==> config.mk <==
export PLATFORM = sky130hd
export DESIGN_NAME = dcpec_crc_step
export DESIGN_NICKNAME = d
export VERILOG_FILES = /design/src/design/dcpec_pkg.sv /design/src/design/dcpec_crc_step.sv
export SDC_FILE = /design/constraint.sdc
export NUM_CORES = 1
export LEC_CHECK = 0
export BUFFER_PORTS_ARGS = -buffer_cell sky130_fd_sc_hd__buf_4
export CAP_MARGIN = 20
export CORE_AREA = 2 2 39 41
export DETAILED_ROUTE_END_ITERATION = 8
export DIE_AREA = 0 0 41 43
export GPL_TIMING_DRIVEN = 0
export PLACE_DENSITY = 0.8
export SETUP_SLACK_MARGIN = 0.2
export SYNTH_ARGS = -nofsm -noshare
export SYNTH_HDL_FRONTEND = slang
export SYNTH_SLANG_ARGS = --single-unit
export TNS_END_PERCENT = 30
==> constraint.sdc <==
create_clock -name vclk -period 2.7
set_clock_uncertainty 0.1 [all_clocks]
set_input_delay 0.54 -clock vclk [all_inputs]
set_output_delay 0.54 -clock vclk [all_outputs]
set_load 0.005 [all_outputs]
==> src/design/dcpec_pkg.sv <==
// Shared types, constants and the CRC table function of the daisy-chain PEC frame checker.
package dcpec_pkg;

    localparam logic [15:0] PEC_SEED = 16'h0010;
    localparam logic [15:0] PEC_POLY = 16'h4599;
    localparam int unsigned OUT_WORDS = 3;
    localparam int unsigned OUT_BYTES = 2 * OUT_WORDS;

    typedef struct packed {
        logic [7:0] rx_byte;
        logic       frame_start;
    } dcpec_in_t;

    typedef struct packed {
        logic [3:0]  device_number;
        logic [15:0] word_first;
        logic [15:0] word_second;
        logic [15:0] word_third;
        logic        pec_ok;
        logic        last_device;
    } dcpec_out_t;

    function automatic logic [15:0] pec_table(input logic [7:0] idx);
        logic [15:0] r;
        r = {1'b0, idx, 7'b0};
        for (int b = 0; b < 8; b++)
        begin
            if (r[14])
                r = {r[14:0], 1'b0} ^ PEC_POLY;
            else
                r = {r[14:0], 1'b0};
        end
        return r;
    endfunction

endpackage

==> src/design/dcpec_crc_step.sv <==
// One byte of the 15-bit packet error code update, as a table XOR network.
module dcpec_crc_step
    import dcpec_pkg::*;
(
    input  logic [15:0] crc,
    input  logic [7:0]  data,
    output logic [15:0] crc_out
);

    logic [7:0] addr;

    assign addr    = crc[14:7] ^ data;
    assign crc_out = {crc[7:0], 8'b0} ^ pec_table(addr);

endmodule

# Word-level counts from Yosys, hierarchy flattened
# Cells that the tools add are included.
[word_totals]
reg_bits = 0
inputBits = 24
output_inout_bits = 16
elab_cells = 18
[op_classes]
muxes = 8
n_bitwise = 10
[ops]
columns = ["op", "n"]
rows = [
  ["$mux W15", 7],
  ["$not A7 Y7", 8],
  ["$mux W16", 1],
  ["$xor A16 B16 Y16", 1],
  ["$xor A8 B8 Y8", 1],
]

# Logic depth before layout (Yosys ltp)
[logic_depth]
ltp_word = 18
depth_mapped = 4

# Least setup slack after synthesis
# Ideal clock, no wire load.
[synth_timing]
kind = "input-to-output"
from = "input data[2]"
to = "output crc_out[14]"
t_arrival_ns = 1.723
t_required_ns = 2.060
setup_slack_ns = 0.337
stages = 3
n_path_buf = 0
path_cell_list = "xnor2_2 xnor3_2 xnor3_1"
[synth_between]
elab_chain_len = 12
[synth_lines]
columns = ["item", "line_no", "rtl"]
rows = [
  ["start: declaration", "dcpec_crc_step.sv:6", "input logic [7:0] data,"],
  ["$xor A8 B8 Y8 *", "dcpec_crc_step.sv:12", "assign addr = crc[14:7] ^ data;"],
  ["$not A7 Y7 (no line)", "n/a", ""],
  ["$mux W15 * (4 in series)", "dcpec_pkg.sv:28", "if (r[14])"],
  ["$not A7 Y7 (no line)", "n/a", ""],
  ["$mux W15 * (3 in series)", "dcpec_pkg.sv:28", ""],
  ["$mux W16 *", "dcpec_pkg.sv:28", ""],
  ["$xor A16 B16 Y16 *", "dcpec_crc_step.sv:13", "assign crc_out = {crc[7:0], 8'b0} ^ pec_table(addr);"],
  ["end: declaration", "dcpec_crc_step.sv:7", "output logic [15:0] crc_out"],
]
# Every way passes the cells marked *; elsewhere a longest branch is shown, timed or not.

# Worst setup path after layout
[layout_timing]
from = "input crc[9]"
to = "output crc_out[14]"
[layout_between]
elab_chain_len = 12
[layout_lines]
columns = ["item", "line_no", "rtl"]
rows = [
  ["start: declaration", "dcpec_crc_step.sv:5", "input logic [15:0] crc,"],
  ["$xor A8 B8 Y8 *", "dcpec_crc_step.sv:12", ""],
  ["$not A7 Y7 (no line)", "n/a", ""],
  ["$mux W15 * (4 in series)", "dcpec_pkg.sv:28", ""],
  ["$not A7 Y7 (no line)", "n/a", ""],
  ["$mux W15 * (3 in series)", "dcpec_pkg.sv:28", ""],
  ["$mux W16 *", "dcpec_pkg.sv:28", ""],
  ["$xor A16 B16 Y16 *", "dcpec_crc_step.sv:13", ""],
]
# Marks and branches as above.

==> metrics.sh <==
FP.DIEH_UM=43
DETAILED_PLACER_S_ENDING_HPWL_UM=810
INSERTEDDIODECOUNT=0
SYN2LAYOUT_AREA_GROWTH_PCT=108
FINALCRITICALPERIOD_NS=2.53
RSZ0062_AT_GRT='true'
PATH_CLASS='in2out'
SEQ_CELLS=0
POST_SYNTH_TOP_AREA_SHARE=0.488
WORST-PATH-BUF-INV=3
FP-ROW-COUNT=14
HOLDCRITSTARTPOINT='crc[5]'
CRIT_FAMILY='XOR/XNOR gates'
PEAK_CLOCK_FREQUENCY_SUPPORTED_BY_TIMING_MHz=395
SETUP_VIOL=0
NETLIST_TOP_CELLS_COUNT='24 x sky130_fd_sc_hd__xnor2_1, 5 x sky130_fd_sc_hd__xnor2_2, 5 x sky130_fd_sc_hd__xor2_1'
YS.WARNINGS.COUNT=0
TIGHTEST_SLEW_NS=0.360
COUNT_OF_CLOCK_NET_BUFFERS_IN_THE_FINAL_LAYOUT=0
INITIAL_ANTENNA_VIOLATION_COUNT=0
FINAL.FILL_COUNT=102
ANTENNA_LEFT=0
PROPORTION_OF_LAYOUT_CELLS_WITH_A_DRIVE_SUFFIX_ABOVE_1=0.718
GP_CONGESTION=0.641
FIRST_GLOBAL_VIAS=369
GLOBALROUTE.TOTALOVERFLOW=0
SYNTH_TOP_CELLS_BY_AREA='sky130_fd_sc_hd__xnor2_1 49%, sky130_fd_sc_hd__xnor2_2 19%, sky130_fd_sc_hd__xnor3_1 16%'
REMAINING_DRC_ERRORS=0
CORE_AREA_UM2=1380
REGAREA_UM2=0
SYNTH.CELL_AREA_UM2=430
CP-END-KIND='primary output'
DP_SLACK_NS=-0.00866
WHS_ENDPOINT='crc_out[13]'
YS_SEQ_AREA_FRAC=0
POST-ROUTE-UTIL=0.648
IOPINCOUNT=40
ROUTED_WIRE_LENGTH_PER_INSTANCE_UM=10.1
RUN_STATUS='finished, final reports clean'
FLOORPLAN_DIE_AREA_UM2=1760
DETAIL_ROUTE.ITER0.VIOLATIONS=2
HOLD_CLASS='in2out'
FINAL_NETS=111
P_PER_AREA_nW_PER_UM2=601
REQUIRED_NS=2.06
MAX_CAP_VIOL_COUNT=0
CP_MAX_FO=5
CP_SLOWEST_CELL='sky130_fd_sc_hd__xnor3_2'
WORST_IR_DROP_VDD_mV=0.412
FIRSTDRTPASSITERS=3
GLOBAL_ROUTE_WIRE_LENGTH_BEFORE_REPAIR_UM=1440
SYN_INST=39
MIN_PERIOD_OVER_PERIOD=0.939
ROUTED_VIA_DENSITY=4.02
SYNTH.DISTINCT_CELLS=6
CP_CELL_SEQUENCE='buf_4, xnor2_4, xnor3_2, buf_4, xnor3_1, buf_4'
GRT_MAX_DEGREE=7
MULTI_INPUT_COMB_AREA_UM2=528
WORST-ENDPOINT-ARRIVAL_NS=1.89
WHS_PATH_DEPTH=3
SYNTH.NET_COUNT=63
KIND_OF_START_POINT_OF_THE_CRITICAL_PATH='primary input'
DIE_W_UM=41
FINAL_HOLD_VIOL_COUNT=0
VIAS=406
SYNTH_AREA_PER_CELL_UM2=11.0
SYNTHDOMINANTAREACELLTYPE='sky130_fd_sc_hd__xnor2_1'
INITIAL_CORE_UTIL=0.311
DESIGN_POWER_TOTAL_W=0.000539
TIMING.CRITICAL_PATH.MODE_CELL='sky130_fd_sc_hd__buf_4'
WIRELENGTH_UM=1020
WORST_SLACK_NS=0.165
PORT_BUFFERS=39
FINAL_MAX_SLEW_VIOL_COUNT=0
GRTUSAGETOTAL=0.112
YOSYS.CELL_COUNT.TOP_TYPE='sky130_fd_sc_hd__xnor2_1'
MAX-SLEW-MARGIN-REL=0.758
CPPEAKSTAGEDELAY_NS=0.53
TOTAL_LEAKAGE_POWER_nW=0.441
==> per-layer routing <==
layer	vias up	part of all wire	global-route usage
met5	-	0	0
met4	0	0	0
met3	0	0.11	0.0262
met2	24	0.53	0.181
met1	172	0.37	0.158
li1	210	-	-
==> cell families after synthesis <==
kind of cell,Yosys count,synth area share
buffers and inverters,1,0.00871
xor gates and xnor gates,38,0.991
==> layout by cell type, fill, tap and decap left out <==
cell type and instances:
sky130_fd_sc_hd__xor2_4 1, sky130_fd_sc_hd__xnor3_1 3, sky130_fd_sc_hd__xor2_2 2, sky130_fd_sc_hd__inv_1 1, sky130_fd_sc_hd__buf_4 46, sky130_fd_sc_hd__xnor2_1 18
sky130_fd_sc_hd__xnor2_2 9, sky130_fd_sc_hd__xnor2_4 2, sky130_fd_sc_hd__xor2_1 2, sky130_fd_sc_hd__xnor3_2 1
==> where the power goes <==
| group | leakage, nW | internal, W | switching, W | total [W] |
|---|---|---|---|---|
| registers | 0 | 0 | 0 | 0 |
| clock network | 0 | 0 | 0 | 0 |
| logic | 0.441 | 0.000348 | 0.000191 | 0.000539 |
| total | 0.441 | 0.000348 | 0.000191 | 0.000539 |
==> how the worst max path moves through the flow <==
stage | from | endpoint | depth (start not counted)
3_5_place_dp | data[2] | crc_out[14] | 5
4_1_cts | data[0] | crc_out[15] | 5
2_1_floorplan | data[2] | crc_out[14] | 3
6_report | crc[9] | crc_out[14] | 6
3_3_place_gp | data[2] | crc_out[14] | 5
5_1_grt | crc[9] | crc_out[14] | 6
==> per-stage QoR <==
| stage | hold slack (ns) | instance area [um^2] | cells | setup TNS (ns) |
|---|---|---|---|---|
| floorplan | 1.04 | 430 | 39 | 0 |
| global placement | 1.24 | 743 | 94 | 0 |
| detailed placement | 1.25 | 743 | 94 | -0.0143 |
| CTS | 1.25 | 807 | 96 | 0 |
| global route | 1.28 | 897 | 101 | 0 |
| finish | 1.24 | 897 | 101 | 0 |
==> final cells by class <==
class	count	area share
tap	16	0.0223
timing repair buffer	46	0.385
multi-input combinational	38	0.589
inverter	1	0.00418
==> what timing repair did <==
| item | 4_1_cts | 5_1_grt |
|---|---|---|
| buffers inserted | 2 | 5 |
| hold buffers | 0 | 0 |
| resized for setup | 6 | 6 |
| pin swaps | 2 | 4 |
| endpoints found under the setup margin | 6 | 5 |
No activity file was read; power rests on OpenSTA's default activity.
